<file path="src/rtl/rcrv_pkg.sv">
// ============================================================================
// rcrv_pkg
// Shared types, constants and row decode helpers for the repeat-vote decoder.
// ============================================================================
package rcrv_pkg;

   localparam int MAX_ROWS     = 16;
   localparam int RESULT_LIMIT = 16;
   localparam int IDX_W        = $clog2(MAX_ROWS);
   localparam int CNT_W        = $clog2(MAX_ROWS + 1);
   localparam int NRES_W       = $clog2(RESULT_LIMIT + 1);

   localparam int ROW_BITS_W = 10;
   localparam int BYTE_W     = 8;
   localparam int CODE_W     = 12;
   localparam int VOTE_W     = 5;
   localparam int CMP_W      = (CNT_W > VOTE_W) ? CNT_W : VOTE_W;

   localparam logic [ROW_BITS_W-1:0] ROW_LEN    = 10'd13;
   localparam logic [BYTE_W-1:0]     START_MASK = 8'h80;
   localparam logic [BYTE_W-1:0]     TOP_MASK   = 8'h7f;
   localparam logic [CODE_W-1:0]     CODE_NONE  = 12'h000;
   localparam logic [CODE_W-1:0]     CODE_FULL  = 12'hfff;
   localparam logic [VOTE_W-1:0]     VOTE_MAX   = '1;

   localparam logic [VOTE_W-1:0] MIN_REPEATS_RESET = 5'd3;

   localparam int CSR_ADDR_W = 3;
   localparam logic REG_MIN_REPEATS = 1'b0;   // register index (paddr[2])

   localparam logic STATUS_CODE = 1'b0;
   localparam logic STATUS_NONE = 1'b1;

   typedef enum logic [2:0] {
      ST_IDLE,
      ST_RD_I,
      ST_LD_I,
      ST_RD_J,
      ST_CMP_J,
      ST_DECIDE,
      ST_PUSH,
      ST_FINAL
   } vote_state_type;

   function automatic logic [CODE_W-1:0] row_code(input logic [BYTE_W-1:0] b0,
                                                  input logic [BYTE_W-1:0] b1);
      logic [BYTE_W-1:0] top;
      top = b0 & TOP_MASK;
      return {top[6:0], b1[7:3]};
   endfunction

   function automatic logic row_keep(input logic [ROW_BITS_W-1:0] bits,
                                     input logic [BYTE_W-1:0]     b0,
                                     input logic [BYTE_W-1:0]     b1);
      logic [CODE_W-1:0] c;
      c = row_code(b0, b1);
      return (bits == ROW_LEN) && ((b0 & START_MASK) != '0) &&
             (c != CODE_NONE) && (c != CODE_FULL);
   endfunction

   function automatic logic [VOTE_W-1:0] sat_votes(input logic [CNT_W-1:0] v);
      logic [CMP_W-1:0] w;
      w = CMP_W'(v);
      return (w > CMP_W'(VOTE_MAX)) ? VOTE_MAX : VOTE_W'(w);
   endfunction

endpackage

</file>
<file path="src/rtl/rcrv_ram.sv">
// ============================================================================
// rcrv_ram
// Generic single-write, single-read RAM with registered read data.
// ============================================================================
module rcrv_ram #(
   parameter int WIDTH = 8,
   parameter int DEPTH = 16
) (
   input  logic                     clock,
   input  logic                     wr_en,
   input  logic [$clog2(DEPTH)-1:0] wr_addr,
   input  logic [WIDTH-1:0]         wr_data,
   input  logic [$clog2(DEPTH)-1:0] rd_addr,
   output logic [WIDTH-1:0]         rd_data
);

   logic [WIDTH-1:0] mem_ff [DEPTH];
   logic [WIDTH-1:0] rd_data_ff;

   always_ff @(posedge clock) begin
      if (wr_en) begin
         mem_ff[wr_addr] <= wr_data;
      end
      rd_data_ff <= mem_ff[rd_addr];
   end

   assign rd_data = rd_data_ff;

endmodule

</file>
<file path="src/rtl/rcrv_csr.sv">
// ============================================================================
// rcrv_csr
// APB-style register port holding the vote threshold.
// ============================================================================
module rcrv_csr
   import rcrv_pkg::*;
(
   input  logic                  clock,
   input  logic                  reset,
   input  logic                  csr_psel,
   input  logic                  csr_penable,
   input  logic                  csr_pwrite,
   input  logic [CSR_ADDR_W-1:0] csr_paddr,
   input  logic [31:0]           csr_pwdata,
   output logic [31:0]           csr_prdata,
   output logic                  csr_pready,
   output logic [VOTE_W-1:0]     min_repeats
);

   logic [VOTE_W-1:0] min_repeats_ff;
   logic [VOTE_W-1:0] min_repeats_in;
   logic              hit;

   assign hit = (csr_paddr[2] == REG_MIN_REPEATS);

   always_comb begin
      min_repeats_in = min_repeats_ff;
      if (csr_psel && csr_penable && csr_pwrite && hit) begin
         min_repeats_in = csr_pwdata[VOTE_W-1:0];
      end
   end

   always_ff @(posedge clock) begin
      if (reset) begin
         min_repeats_ff <= MIN_REPEATS_RESET;
      end else begin
         min_repeats_ff <= min_repeats_in;
      end
   end

   assign csr_pready  = 1'b1;
   assign csr_prdata  = hit ? 32'(min_repeats_ff) : 32'd0;
   assign min_repeats = min_repeats_ff;

endmodule

</file>
<file path="src/rtl/rcrv_vote.sv">
// ============================================================================
// rcrv_vote
// Code store, vote sequencer with one shared compare/count unit, result reg.
// ============================================================================
module rcrv_vote
   import rcrv_pkg::*;
(
   input  logic                  clock,
   input  logic                  reset,
   input  logic [VOTE_W-1:0]     min_repeats,
   input  logic                  in_valid,
   output logic                  in_ready,
   input  logic [ROW_BITS_W-1:0] row_bits,
   input  logic [BYTE_W-1:0]     first_byte,
   input  logic [BYTE_W-1:0]     second_byte,
   input  logic                  last_row,
   output logic                  out_valid,
   input  logic                  out_ready,
   output logic [CODE_W-1:0]     code,
   output logic [VOTE_W-1:0]     vote_count,
   output logic                  status,
   output logic                  last_result
);

   vote_state_type state_ff, state_in;

   logic [CNT_W-1:0]  count_ff, count_in;
   logic [CNT_W-1:0]  i_ff, i_in;
   logic [CNT_W-1:0]  j_ff, j_in;
   logic [CNT_W-1:0]  votes_ff, votes_in;
   logic              seen_ff, seen_in;
   logic [NRES_W-1:0] nres_ff, nres_in;
   logic [CODE_W-1:0] cur_ff, cur_in;
   logic              pend_ff, pend_in;
   logic [CODE_W-1:0] pend_code_ff, pend_code_in;
   logic [CNT_W-1:0]  pend_votes_ff, pend_votes_in;

   logic              out_valid_ff, out_valid_in;
   logic [CODE_W-1:0] out_code_ff, out_code_in;
   logic [VOTE_W-1:0] out_votes_ff, out_votes_in;
   logic              out_status_ff, out_status_in;
   logic              out_last_ff, out_last_in;

   logic              accept;
   logic              keep;
   logic              wr_en;
   logic [IDX_W-1:0]  rd_addr;
   logic [CODE_W-1:0] rd_data;
   logic              slot_free;
   logic              more;
   logic              j_last;
   logic              qualify;

   assign accept    = in_valid && (state_ff == ST_IDLE);
   assign keep      = row_keep(row_bits, first_byte, second_byte);
   assign wr_en     = accept && keep && (count_ff < CNT_W'(MAX_ROWS));
   assign slot_free = !out_valid_ff || out_ready;
   assign more      = (i_ff < count_ff) && (nres_ff < NRES_W'(RESULT_LIMIT));
   assign j_last    = (j_ff + CNT_W'(1)) == count_ff;
   assign qualify   = (CMP_W'(votes_ff) >= CMP_W'(min_repeats)) && !seen_ff;
   assign rd_addr   = (state_ff == ST_RD_I) ? i_ff[IDX_W-1:0] : j_ff[IDX_W-1:0];

   rcrv_ram #(
      .WIDTH (CODE_W),
      .DEPTH (MAX_ROWS)
   ) u_store (
      .clock   (clock),
      .wr_en   (wr_en),
      .wr_addr (count_ff[IDX_W-1:0]),
      .wr_data (row_code(first_byte, second_byte)),
      .rd_addr (rd_addr),
      .rd_data (rd_data)
   );

   // next state
   always_comb begin
      state_in = state_ff;
      case (state_ff)
         ST_IDLE: begin
            if (accept && last_row) begin
               state_in = ST_RD_I;
            end
         end
         ST_RD_I:   state_in = more ? ST_LD_I : ST_FINAL;
         ST_LD_I:   state_in = ST_RD_J;
         ST_RD_J:   state_in = ST_CMP_J;
         ST_CMP_J:  state_in = j_last ? ST_DECIDE : ST_RD_J;
         ST_DECIDE: state_in = (qualify && pend_ff) ? ST_PUSH : ST_RD_I;
         ST_PUSH: begin
            if (slot_free) begin
               state_in = ST_RD_I;
            end
         end
         ST_FINAL: begin
            if (slot_free) begin
               state_in = ST_IDLE;
            end
         end
         default:   state_in = ST_IDLE;
      endcase
   end

   // datapath
   always_comb begin
      count_in      = count_ff;
      i_in          = i_ff;
      j_in          = j_ff;
      votes_in      = votes_ff;
      seen_in       = seen_ff;
      nres_in       = nres_ff;
      cur_in        = cur_ff;
      pend_in       = pend_ff;
      pend_code_in  = pend_code_ff;
      pend_votes_in = pend_votes_ff;
      out_valid_in  = out_valid_ff && !out_ready;
      out_code_in   = out_code_ff;
      out_votes_in  = out_votes_ff;
      out_status_in = out_status_ff;
      out_last_in   = out_last_ff;
      case (state_ff)
         ST_IDLE: begin
            if (wr_en) begin
               count_in = count_ff + CNT_W'(1);
            end
            i_in    = '0;
            nres_in = '0;
            pend_in = 1'b0;
         end
         ST_LD_I: begin
            cur_in   = rd_data;
            j_in     = '0;
            votes_in = '0;
            seen_in  = 1'b0;
         end
         ST_CMP_J: begin
            if (rd_data == cur_ff) begin
               votes_in = votes_ff + CNT_W'(1);
               if (j_ff < i_ff) begin
                  seen_in = 1'b1;
               end
            end
            j_in = j_ff + CNT_W'(1);
         end
         ST_DECIDE: begin
            if (qualify) begin
               nres_in = nres_ff + NRES_W'(1);
               if (!pend_ff) begin
                  pend_in       = 1'b1;
                  pend_code_in  = cur_ff;
                  pend_votes_in = votes_ff;
                  i_in          = i_ff + CNT_W'(1);
               end
            end else begin
               i_in = i_ff + CNT_W'(1);
            end
         end
         ST_PUSH: begin
            if (slot_free) begin
               out_valid_in  = 1'b1;
               out_code_in   = pend_code_ff;
               out_votes_in  = sat_votes(pend_votes_ff);
               out_status_in = STATUS_CODE;
               out_last_in   = 1'b0;
               pend_code_in  = cur_ff;
               pend_votes_in = votes_ff;
               i_in          = i_ff + CNT_W'(1);
            end
         end
         ST_FINAL: begin
            if (slot_free) begin
               out_valid_in = 1'b1;
               out_last_in  = 1'b1;
               count_in     = '0;
               if (pend_ff) begin
                  out_code_in   = pend_code_ff;
                  out_votes_in  = sat_votes(pend_votes_ff);
                  out_status_in = STATUS_CODE;
               end else begin
                  out_code_in   = CODE_NONE;
                  out_votes_in  = '0;
                  out_status_in = STATUS_NONE;
               end
            end
         end
         default: begin
         end
      endcase
   end

   always_ff @(posedge clock) begin
      if (reset) begin
         state_ff     <= ST_IDLE;
         count_ff     <= '0;
         out_valid_ff <= 1'b0;
         pend_ff      <= 1'b0;
      end else begin
         state_ff     <= state_in;
         count_ff     <= count_in;
         out_valid_ff <= out_valid_in;
         pend_ff      <= pend_in;
      end
   end

   always_ff @(posedge clock) begin
      i_ff          <= i_in;
      j_ff          <= j_in;
      votes_ff      <= votes_in;
      seen_ff       <= seen_in;
      nres_ff       <= nres_in;
      cur_ff        <= cur_in;
      pend_code_ff  <= pend_code_in;
      pend_votes_ff <= pend_votes_in;
      out_code_ff   <= out_code_in;
      out_votes_ff  <= out_votes_in;
      out_status_ff <= out_status_in;
      out_last_ff   <= out_last_in;
   end

   assign in_ready    = (state_ff == ST_IDLE);
   assign out_valid   = out_valid_ff;
   assign code        = out_code_ff;
   assign vote_count  = out_votes_ff;
   assign status      = out_status_ff;
   assign last_result = out_last_ff;

endmodule

</file>
<file path="src/rtl/remote_code_repeat_vote_top.sv">
// ============================================================================
// remote_code_repeat_vote_top
// Repeat-voting decoder for 12-bit pulse-width remote codes.
// ============================================================================
// Each req item is one demodulated row. Rows that are not last yield nothing;
// a valid 13-bit row with its start bit set and a code other than all zeros or
// all ones is written to a 16-entry code store. The last row starts the vote:
// a sequencer walks the store with one compare/count unit, reading and comparing
// each stored entry against each candidate in turn; rsp back-pressure stalls it.
// req_tready is low during the vote. Results come out in order of first
// appearance; if none reaches min_repeats, one no-code item with status set is
// sent. rsp_tlast marks the final item of a transmission.
module remote_code_repeat_vote_top
   import rcrv_pkg::*;
(
   input  logic                  clock,
   input  logic                  reset,
   input  logic                  req_tvalid,
   output logic                  req_tready,
   input  logic [31:0]           req_tdata,   // row_bits[9:0], first_byte[17:10],
                                              // second_byte[25:18], zero pad
   input  logic                  req_tlast,   // last_row
   output logic                  rsp_tvalid,
   input  logic                  rsp_tready,
   output logic [23:0]           rsp_tdata,   // code[11:0], vote_count[16:12], zero pad
   output logic                  rsp_tuser,   // status
   output logic                  rsp_tlast,   // last_result
   input  logic                  csr_psel,
   input  logic                  csr_penable,
   input  logic                  csr_pwrite,
   input  logic [CSR_ADDR_W-1:0] csr_paddr,
   input  logic [31:0]           csr_pwdata,
   output logic [31:0]           csr_prdata,
   output logic                  csr_pready
);

   logic [VOTE_W-1:0] min_repeats;
   logic [CODE_W-1:0] code;
   logic [VOTE_W-1:0] vote_count;

   rcrv_csr u_csr (
      .clock       (clock),
      .reset       (reset),
      .csr_psel    (csr_psel),
      .csr_penable (csr_penable),
      .csr_pwrite  (csr_pwrite),
      .csr_paddr   (csr_paddr),
      .csr_pwdata  (csr_pwdata),
      .csr_prdata  (csr_prdata),
      .csr_pready  (csr_pready),
      .min_repeats (min_repeats)
   );

   rcrv_vote u_vote (
      .clock       (clock),
      .reset       (reset),
      .min_repeats (min_repeats),
      .in_valid    (req_tvalid),
      .in_ready    (req_tready),
      .row_bits    (req_tdata[9:0]),
      .first_byte  (req_tdata[17:10]),
      .second_byte (req_tdata[25:18]),
      .last_row    (req_tlast),
      .out_valid   (rsp_tvalid),
      .out_ready   (rsp_tready),
      .code        (code),
      .vote_count  (vote_count),
      .status      (rsp_tuser),
      .last_result (rsp_tlast)
   );

   assign rsp_tdata = {7'd0, vote_count, code};

endmodule
</file>
<file path="config.mk">
export PLATFORM = sky130hd
export DESIGN_NAME = remote_code_repeat_vote_top
export DESIGN_NICKNAME = d
export VERILOG_FILES = /design/src/rtl/rcrv_pkg.sv /design/src/rtl/rcrv_ram.sv /design/src/rtl/rcrv_csr.sv /design/src/rtl/rcrv_vote.sv /design/src/rtl/remote_code_repeat_vote_top.sv
export SDC_FILE = /design/constraint.sdc
export NUM_CORES = 1
export LEC_CHECK = 0
export ABC_AREA = 0
export ABC_CLOCK_PERIOD_IN_PS = 8000
export BUFFER_PORTS_ARGS = -buffer_cell sky130_fd_sc_hd__buf_4
export CORE_ASPECT_RATIO = 0.75
export CORE_MARGIN = 1
export CORE_UTILIZATION = 43
export CTS_CLUSTER_DIAMETER = 200
export DETAILED_ROUTE_END_ITERATION = 8
export GPL_TIMING_DRIVEN = 0
export HOLD_SLACK_MARGIN = 0.15
export PLACE_DENSITY = 0.63
export SETUP_SLACK_MARGIN = 0.3
export SYNTH_ARGS = -nofsm -noshare
export SYNTH_HDL_FRONTEND = slang
export SYNTH_HIERARCHICAL = 1
export SYNTH_SLANG_ARGS = --single-unit
</file>
<file path="constraint.sdc">
create_clock -name clock -period 8 [get_ports clock]
set_clock_uncertainty 0.05 [all_clocks]
set_input_delay 0.8 -clock clock [delete_from_list [all_inputs] [get_ports clock]]
set_output_delay 0.8 -clock clock [all_outputs]
set_load 0.05 [all_outputs]
</file>
; ---- Word-level counts from Yosys, hierarchy flattened
; Memory sizes are Yosys's and may differ from the RTL's. A register that Yosys moved wholly into a read port is not among the register bits.
; Index checks and enable logic that the tools add are counted.
; Widths: inputs -> output; s select.
[word_totals]
mem_count = 1
regBits = 84
in_bits = 75
out_inout_bits = 61
ram_bits = 192
[classes]
mux = 53
order_cmp = 6
reduce_logical = 35
bitwise_logic = 1
n_eq_ne = 20
n_addsub = 5
[mem_list]
columns = memory, depth, width, read_ports, rd_clocked_by_memory_dff, wr, line
row1 = u_vote.u_store.mem_ff, 16, 12, 1, 1, 1, rcrv_ram.sv:17  ; logic [WIDTH-1:0] mem_ff [DEPTH];
[ops]
columns = operator, count
row1 = $mux 5, 15
row2 = $mux 12, 6
row3 = $pmux 5 s2, 6
row4 = $pmux 12 s2, 2
row5 = $add 5x1->5 const B, 5
row6 = $pmux 3 s8, 1
row7 = $mux 3, 6
row8 = $pmux 5 s3, 1
row9 = $reduce_and 3->1, 5
row10 = $logic_and 1x1->1, 14
row11 = $ne 2x1->1 const B, 7
row12 = $eq 12x12->1, 1
row13 = $eq 3x3->1 const B, 4
row14 = $ne 12x12->1 const B, 1
row15 = $reduce_bool 12->1, 1
row16 = $mux 1, 11
row17 = $eq 10x4->1 const B, 1
row18 = $lt 5x5->1, 2
row19 = $lt 5x5->1 const B, 2
row20 = $reduce_bool 2->1, 5
row21 = $pmux 1 s2, 4
row22 = $eq 3x2->1 const B, 2
row23 = $eq 5x5->1, 1
row24 = $ge 5x5->1, 1
row25 = other kinds (13), 16

; ---- Logic depth before layout (Yosys ltp)
; Gate-level depths: netlist of the first run.
[depth]
ltp_word = 8
depth_mapped = 9

; ---- By module
; Netlist of the first run, hierarchy kept.
[modules_own_cells]
columns = mod, seq_area_each_um2, instances, cells_each, area_each_um2
row1 = rcrv_ram, 6005.8, 1, 329, 7599.8
row2 = rcrv_vote, 2272.2, 1, 307, 3762.4
row3 = rcrv_csr, 100.1, 1, 58, 489.2
row4 = remote_code_repeat_vote_top, 0.0, 1, 8, 56.3

; ---- Worst setup path before layout of the first run
; Ideal clock, no wire load.
[synth_timing]
path_type = input to register
start = input port req_tdata[4]
end = memory u_vote/u_store/mem_ff[0][0] in the netlist's numbering (enable)
t_arrival_ps = 3185
slack_ps = 4369
t_required_ps = 7554
cell_stages = 6
cell_sequence = nor4_4 > nand4_2 > or4b_4 > inv_1 > or3b_1 > nor3_1
[synth_between]
elab_chain_cells = 8
[synth_rtl]
columns = item, line
row1 = from (decl), remote_code_repeat_vote_top.sv:20  ; input logic [31:0] req_tdata,
row2 = $eq 10x4->1, rcrv_pkg.sv:57  ; return (bits == ROW_LEN) && ((b0 & START_MASK) != '0) &&
row3 = $logic_and 1x1->1 (2 in series), rcrv_pkg.sv:57
row4 = $logic_and 1x1->1, rcrv_pkg.sv:58  ; (c != CODE_NONE) && (c != CODE_FULL);
row5 = $logic_and 1x1->1 (2 in series), rcrv_vote.sv:56  ; assign wr_en = accept && keep && (count_ff < CNT_W'(MAX_ROWS));
row6 = named net u_vote.wr_en, rcrv_vote.sv:46  ; logic wr_en;
row7 = $mux 1, rcrv_ram.sv:21  ; if (wr_en) begin
row8 = $mux 1 (implied by the code), rcrv_ram.sv:22  ; mem_ff[wr_addr] <= wr_data;
row9 = to (decl), rcrv_ram.sv:17
; The timed path passes the listed nets, and every way through them passes these cells.

; ---- Worst setup path in the final report of the first run
[layout_timing]
start = register u_vote.state_ff[0]
end = memory u_vote/u_store/mem_ff[3][3] in the netlist's numbering (enable)
[layout_between]
elab_chain_cells = 6
[layout_rtl]
columns = item, line
row1 = from (decl), rcrv_vote.sv:25  ; vote_state_type state_ff, state_in;
row2 = from (signal assigned), rcrv_vote.sv:197  ; state_ff <= state_in;
row3 = $logic_not 3->1, rcrv_vote.sv:54  ; assign accept = in_valid && (state_ff == ST_IDLE);
row4 = $logic_and 1x1->1, rcrv_vote.sv:54
row5 = $logic_and 1x1->1 (2 in series), rcrv_vote.sv:56
row6 = named net u_vote.wr_en, rcrv_vote.sv:46
row7 = $mux 1, rcrv_ram.sv:21
row8 = $mux 1 (implied by the code), rcrv_ram.sv:22
; The timed path passes the listed nets, and every way through them passes these cells.

==> results of run 1 <==
-- logic make-up (layout without fill, tap and decap cells) --
family / Yosys count / in the layout / synth area share
adders and majority gates: 18 / 18 / 0.0189
muxes: 58 / 58 / 0.104
and+or+nand+nor: 169 / 169 / 0.0769
other: 3 / 35 / 0.000946
xor gates and xnor gates: 31 / 31 / 0.0228
DFF: 288 / 288 / 0.704
buffers and inverters: 78 / 196 / 0.0401
AOI/OAI and AO/OA: 57 / 57 / 0.0323
-- critical path, cell delays in order, from the launching register on --
cell     delay, ns
dfxtp_1       0.38
or3_4         0.38
inv_2         0.08
nand4_2       0.10
or4b_4        0.61
inv_1         0.24
or3b_1        0.46
nor2_1        1.03
-- sequential cells by signal, summed over array words and instances, names as in the netlist, 3 cells and up --
| name | count |
|---|---|
| u_vote/u_store/mem_ff | 192 |
| u_vote/i_ff | 5 |
| u_vote/nres_ff | 5 |
| u_vote/code | 12 |
| u_vote/j_ff | 5 |
| u_vote/pend_code_ff | 12 |
| u_vote/votes_ff | 5 |
| u_csr/min_repeats | 5 |
| u_vote/count_ff | 5 |
| u_vote/vote_count | 5 |
| u_vote/u_store/rd_data | 12 |
| u_vote/pend_votes_ff | 5 |
| u_vote/cur_ff | 12 |
| u_vote/state_ff | 3 |
-- power by group through the flow --
stage               clock (uW)  sequential [uW]  combinational, uW
floorplan                    0             1940                934
global route              1420             1930               1450
detailed placement           0             1940               1340
finish                    1330             1910               1340
CTS                       1370             1910               1340
global placement             0             1940               1330
-- path summary, 6_finish.rpt --
kind / startpoint / end / slack (ns) / cells past startpoint
max: u_vote/state_ff[0] / u_vote/u_store/mem_ff[3][3] / 4.25 / 7
max reg2reg: u_vote/state_ff[0] / u_vote/u_store/mem_ff[3][3] / 4.25 / 7
min reg2reg: u_vote/u_store/rd_data[11] / u_vote/cur_ff[11] / 0.41 / 0
min: u_vote/u_store/rd_data[11] / u_vote/cur_ff[11] / 0.41 / 0
-- synthesized netlist by cell type, drive strengths merged, types with 2 or more instances --
| master | count | area share |
|---|---|---|
| or3 | 2 | 0.0015 |
| conb | 3 | 0.00095 |
| and3 | 3 | 0.0016 |
| buf | 46 | 0.030 |
| nand2b | 14 | 0.0074 |
| mux2i | 5 | 0.0042 |
| a31oi | 4 | 0.0021 |
| nor2 | 40 | 0.013 |
| nor4 | 7 | 0.0049 |
| edfxtp | 261 | 0.66 |
| nand3b | 3 | 0.0019 |
| xor2 | 16 | 0.012 |
| nand2 | 33 | 0.010 |
| inv | 22 | 0.0069 |
| clkbuf | 10 | 0.0032 |
| a21oi | 10 | 0.0042 |
| o31ai | 3 | 0.0019 |
| nor3b | 2 | 0.0013 |
| nand3 | 13 | 0.0055 |
| nor3 | 6 | 0.0025 |
| and4b | 2 | 0.0017 |
| mux4 | 48 | 0.096 |
| xnor2 | 15 | 0.011 |
| mux2 | 5 | 0.0047 |
| nand4 | 7 | 0.0042 |
| a21o | 2 | 0.0013 |
| and2b | 5 | 0.0037 |
| a21boi | 4 | 0.0025 |
| ha | 18 | 0.019 |
| a22oi | 24 | 0.015 |
| dfxtp | 27 | 0.045 |
| o21ai | 6 | 0.0025 |
| and2 | 22 | 0.012 |
| nor2b | 5 | 0.0026 |
-- per-layer routing --
layer | vias up | wire, um | global-route usage
met1 | 3110 | 11500 | 0.260
li1 | 2907 | - | -
met2 | 200 | 9950 | 0.242
met5 | - | 0 | 0
met3 | 38 | 1630 | 0.0353
met4 | 0 | 526 | 0.0456
-- final cells by class --
| cell class | count | area (sq um) | share of cell area |
|---|---|---|---|
| buffer | 56 | 395 | 0.0283 |
| clock buffer | 35 | 758 | 0.0543 |
| clock inverter | 17 | 189 | 0.0135 |
| inverter | 22 | 82.6 | 0.00591 |
| multi-input combinational | 368 | 3210 | 0.230 |
| sequential | 288 | 8380 | 0.600 |
| tap | 351 | 439 | 0.0314 |
| timing repair buffer | 66 | 518 | 0.0371 |
-- per-stage QoR --
step	instance area (sq um)	worst slack, ns	power (uW)	std cells	hold WS, ns
after detailed placement	13000	3.86	3280	1151	0.391
after global placement	12900	3.31	3270	1146	0.386
after CTS	14000	4.24	4620	1203	0.407
final	14000	4.25	4580	1203	0.406
after global routing	14000	4.13	4800	1203	0.416
after floorplan	12000	4.37	2870	734	0.378
==> PnR_summary.wiki, run 1 <==
{| class="wikitable"
! Metric !! Value
|-
| Result of the run || complete, no violations
|-
| Gates resized, CTS repair || 0
|-
| Via count of the first global-routing pass || 6020
|-
| Tmin final || around 3.7 ns
|-
| Clock tree from TritonCTS || done
|-
| Total negative slack for setup checks || 0 ns
|-
| Antenna violations before repair || 0
|-
| Initial core utilization || 0.440
|-
| Class of the tightest hold or removal check || reg2reg
|-
| Count of hold-fix buffers inserted at cts || 0
|-
| Tightest Pin Transition || between 1 and 1.5 ns
|-
| Post-CTS setup repair buffer count || 0
|-
| Final period utilization || 0.469
|-
| Final design utilization || 0.516
|-
| Most frequent cells in the layout || edfxtp_1, buf_4, conb_1
|-
| RSZ-0062 raised after global routing || no
|-
| Number of CTS-inserted buffers || 28
|-
| Fmax || 267 MHz
|-
| Share of total power in combinational logic || 0.292
|-
| Leakage || slightly below 0.005 uW
|-
| Switching Power || approximately 1400 uW
|-
| CTS clk-pin slew, worst paths || 0.07 ns
|-
| Flip-flop and latch count after synthesis || 288
|-
| PD cells || 328 nW/um^2
|-
| Most common cell after layout, fill and taps aside || edfxtp_1
|-
| Post-route DRC || 0
|-
| Number of enable flip-flop cells after synthesis || 261
|-
| Pin count of the biggest net entering global routing || 19
|-
| Wire length of the first global-routing pass || 36.0 mm
|-
| Power share of the sequential group || 0.417
|-
| Insertion delay to the later sink of the worst-skew pair || 0.54 ns
|-
| Boundary Pins || 136
|-
| Max Fanout on Critical Path || 12
|-
| Number of design-rule violations left by the first detailed-router iteration || roughly 490
|-
| Highest ir drop seen on vdd || 0.000173 V
|-
| Clock Root Buffer || clkbuf_16
|-
| Number of max-slew violations in the final report || 0
|-
| Share of layout cells above drive strength 1 || 0.251
|-
| Placer's final routability congestion estimate || between 0.7 and 0.8
|-
| CP Data Arrival Time || 3.84 ns
|-
| Most used flip-flop cell after synthesis || edfxtp_1
|-
| Antenna-violating nets left || 0
|-
| Chip Height || 146 um
|-
| Post-synthesis sequential area ratio || 0.704
|-
| Site Rows || 52
|-
| Overall fraction of global-route tracks in use || 0.169
|-
| Setup crit end kind || flip-flop
|-
| Mean Syn Cell Area || 17.0 sq um
|-
| Count of synthesis-stage warnings from yosys || 6
|-
| HPWL after detailed placement || 15.9 mm
|-
| Slew headroom || 0.0249
|-
| Number of max-cap violations || 0
|-
| Vias per Instance || 5.20
|-
| Htree depth || 1
|-
| Fill cells || 2201
|-
| Relative area change from synthesis to final layout || 17.3%
|-
| Switching Share || 0.310
|-
| Final setup violation count || 0
|-
| Internal power contribution || 3160 uW
|-
| Die width || 194 um
|-
| Category of the worst setup path launch point || flip-flop
|-
| Number of nets in the final layout || around 920
|-
| Post-synthesis instance total || ~700
|-
| Die area || 28400 sq um
|-
| Total inserted antenna cells || 0
|-
| Clock network fraction of total power || 0.291
|-
| Critical path data required time || 8.09 ns
|-
| CTS Buffer Depth || 3
|-
| Count of input and output buffers || 61
|-
| 1st-pass router iterations || 5
|-
| Routed wire length || 23.6 mm
|-
| Share of flip-flops with an asynchronous set or reset after synthesis || 0
|-
| Number of different library cells in the post-synthesis netlist || 52
|-
| Final routed wire length divided by cell count || between 15 and 20 um
|-
| CTS Sinks || 288
|-
| GR Overflow Total || 0
|-
| Final hold viol count || 0
|-
| Std-Cell Core Area || 27100 sq um
|-
| Netlist area before placement || 11900 sq um
|-
| CP Class || reg2reg
|-
| Detailed-route via count || 6255
|}
Power figures use the tool's default switching activity.
==> run 2: changes to the inputs <==
ABC_CLOCK_PERIOD_IN_PS = 3600   (was 8000)
clock period = 3.6 ns   (was 8 ns; I/O delays follow)
==> run 2 against run 1 <==
Compared with the run above: critical path depth unchanged; final area grew 2.0%; routed wire length is 0.30% higher; clock power increased by 120%; die area is the same; critical path type unchanged; fmax grew 8.9%; combinational power increased by 120%; register-to-register slack got worse by 4.1 ns; sequential share of layout area is 1.2 points lower; largest power group unchanged; worst setup slack worse by 4.1 ns.
==> PnR_summary.wiki, run 2 (synthesized netlist as in run 1, its figures left out) <==
{| class="wikitable"
! Metric !! Value
|-
| Tightest Pin Transition || roughly 1.2 ns
|-
| Worst hold path cell count || 3
|-
| Antenna-violating nets left || 0
|-
| Final setup violation count || 0
|-
| Die area || ~28000 sq um
|-
| Max Fanout on Critical Path || 12
|-
| Initial core utilization || 0.440
|-
| Number of max-cap violations || 0
|-
| Fill cells || 2183
|-
| Detailed-route via count || 6252
|-
| 1st-pass router iterations || 5
|-
| Post-route DRC || 0
|-
| Final hold viol count || 0
|-
| Clock tree from TritonCTS || done
|-
| Share of layout cells above drive strength 1 || 0.252
|-
| Site Rows || 52
|-
| Tmin final || around 3.4 ns
|-
| Final Power || 10200 uW
|-
| Area of combinational cells with multiple inputs || 3250 sq um
|-
| Number of CTS-inserted buffers || 28
|-
| Std-Cell Core Area || approximately 27000 sq um
|-
| Count of input and output buffers || 61
|-
| Min Hold Slack || between 0.15 and 0.2 ns
|-
| RSZ-0062 raised after global routing || yes
|-
| Total inserted antenna cells || 0
|-
| Overall fraction of global-route tracks in use || 0.168
|-
| Final design utilization || 0.526
|-
| HPWL after detailed placement || roughly 16 mm
|-
| Critical path data required time || 3.70 ns
|-
| Final routed wire length divided by cell count || 19.4 um
|-
| Worst Setup Slack, final || between 0.15 and 0.2 ns
|-
| Boundary Pins || 136
|-
| PD cells || 716 nW/um^2
|-
| Leakage || 0.00502 uW
|-
| Placer's final routability congestion estimate || around 0.8
|-
| Clock Root Buffer || clkbuf_16
|-
| CTS Buffer Depth || 3
|-
| Pin count of the biggest net entering global routing || 19
|-
| Number of flip-flops in the largest register || 192
|-
| Setup crit end kind || flip-flop
|-
| Most frequent cells in the layout || edfxtp_1, buf_4, conb_1
|-
| Total cell area at the placement stage || roughly 13000 sq um
|-
| Number of max-slew violations in the final report || 0
|-
| Top register by number of flip-flops || u_vote/u_store/mem_ff
|-
| Vias per Instance || about 5
|-
| Register-to-Register Path Depth || 7
|-
| Htree depth || 1
|-
| Via count of the first global-routing pass || 6078
|-
| Antenna violations before repair || 0
|-
| Fmax || around 290 MHz
|-
| CTS Sinks || around 290
|-
| Slew headroom || 0.164
|-
| Result of the run || complete, no violations
|-
| CTS clk-pin slew, worst paths || 0.07 ns
|-
| Die width || 194 um
|-
| Routed wire length || between 20 and 25 mm
|-
| Most common cell after layout, fill and taps aside || edfxtp_1
|-
| Category of the worst setup path launch point || flip-flop
|-
| Wire length of the first global-routing pass || between 30 and 40 mm
|-
| Final Instance Area || approximately 14000 sq um
|-
| Relative area change from synthesis to final layout || 19.6%
|-
| CP Class || reg2reg
|-
| CP Data Arrival Time || 3.54 ns
|-
| GR Overflow Total || 0
|-
| Highest ir drop seen on vdd || approximately 0.00039 V
|-
| Reg area || roughly 8400 sq um
|-
| Chip Height || 146 um
|-
| Number of design-rule violations left by the first detailed-router iteration || slightly above 500
|-
| Number of nets in the final layout || 944
|-
| Final period utilization || 0.956
|-
| Worst slack at placement || -0.0294 ns
|-
| Insertion delay to the later sink of the worst-skew pair || ~0.54 ns
|-
| Class of the tightest hold or removal check || in2reg
|}
[run 2: worst max-delay path: stages (launching register included)]
cell      delay, ns
dfxtp_1        0.39
or3_4          0.39
inv_2          0.09
nand4_2        0.10
or4b_4         0.60
inv_1          0.25
nand3b_1       0.19
nor2_1         0.99
[run 2: final cells by class]
class	instances	share of cell area
Sequential cell	288	0.588
Multi-Input combinational cell	368	0.228
Timing Repair Buffer	87	0.0531
Clock buffer	34	0.0530
Tap cell	351	0.0308
Buffer	56	0.0278
Clock inverter	17	0.0132
Inverter	22	0.00580
[run 2: final timing paths]
| path | start | endpoint | slack [ns] |
|---|---|---|---|
| worst max-delay path | u_vote/state_ff[0] | u_vote/u_store/mem_ff[9][7] | 0.16 |
| worst min-delay path | reset | u_csr/min_repeats[0] | 0.18 |
| worst max register to register | u_vote/state_ff[0] | u_vote/u_store/mem_ff[9][7] | 0.16 |
| worst min register to register | u_vote/u_store/rd_data[4] | u_vote/cur_ff[4] | 0.40 |
[run 2: repair_timing]
| item | CTS | global route |
|---|---|---|
| hold buffers | 19 | 0 |
| setup buffers | 1 | 2 |
| pin swaps | 1 | 2 |
| endpoints found under the setup margin | 162 | 55 |
| resized for setup | 14 | 1 |
| endpoints found under the hold margin | 170 | 0 |
[run 2: through the flow]
stage / cells / TNS, ns
6_report: 1223 / 0
5_1_grt: 1223 / 0
4_1_cts: 1221 / 0
3_5_place_dp: 1150 / -0.828
3_3_place_gp: 1146 / -10.16
2_1_floorplan: 734 / 0
[run 2: report_power, final]
part	switching [uW]	internal (uW)	leakage [uW]
Clock	1200	1770	0.000458
Sequential	215	4030	0.00259
Combinational	1700	1280	0.00197
Total	3120	7080	0.00502
[run 2: metal layers]
metal,global-route usage,vias up,part of all wire
li1,-,2946,-
met1,0.250,3047,0.47
met2,0.248,217,0.44
met3,0.0390,42,0.076
met4,0.0401,0,0.020
met5,0,-,0
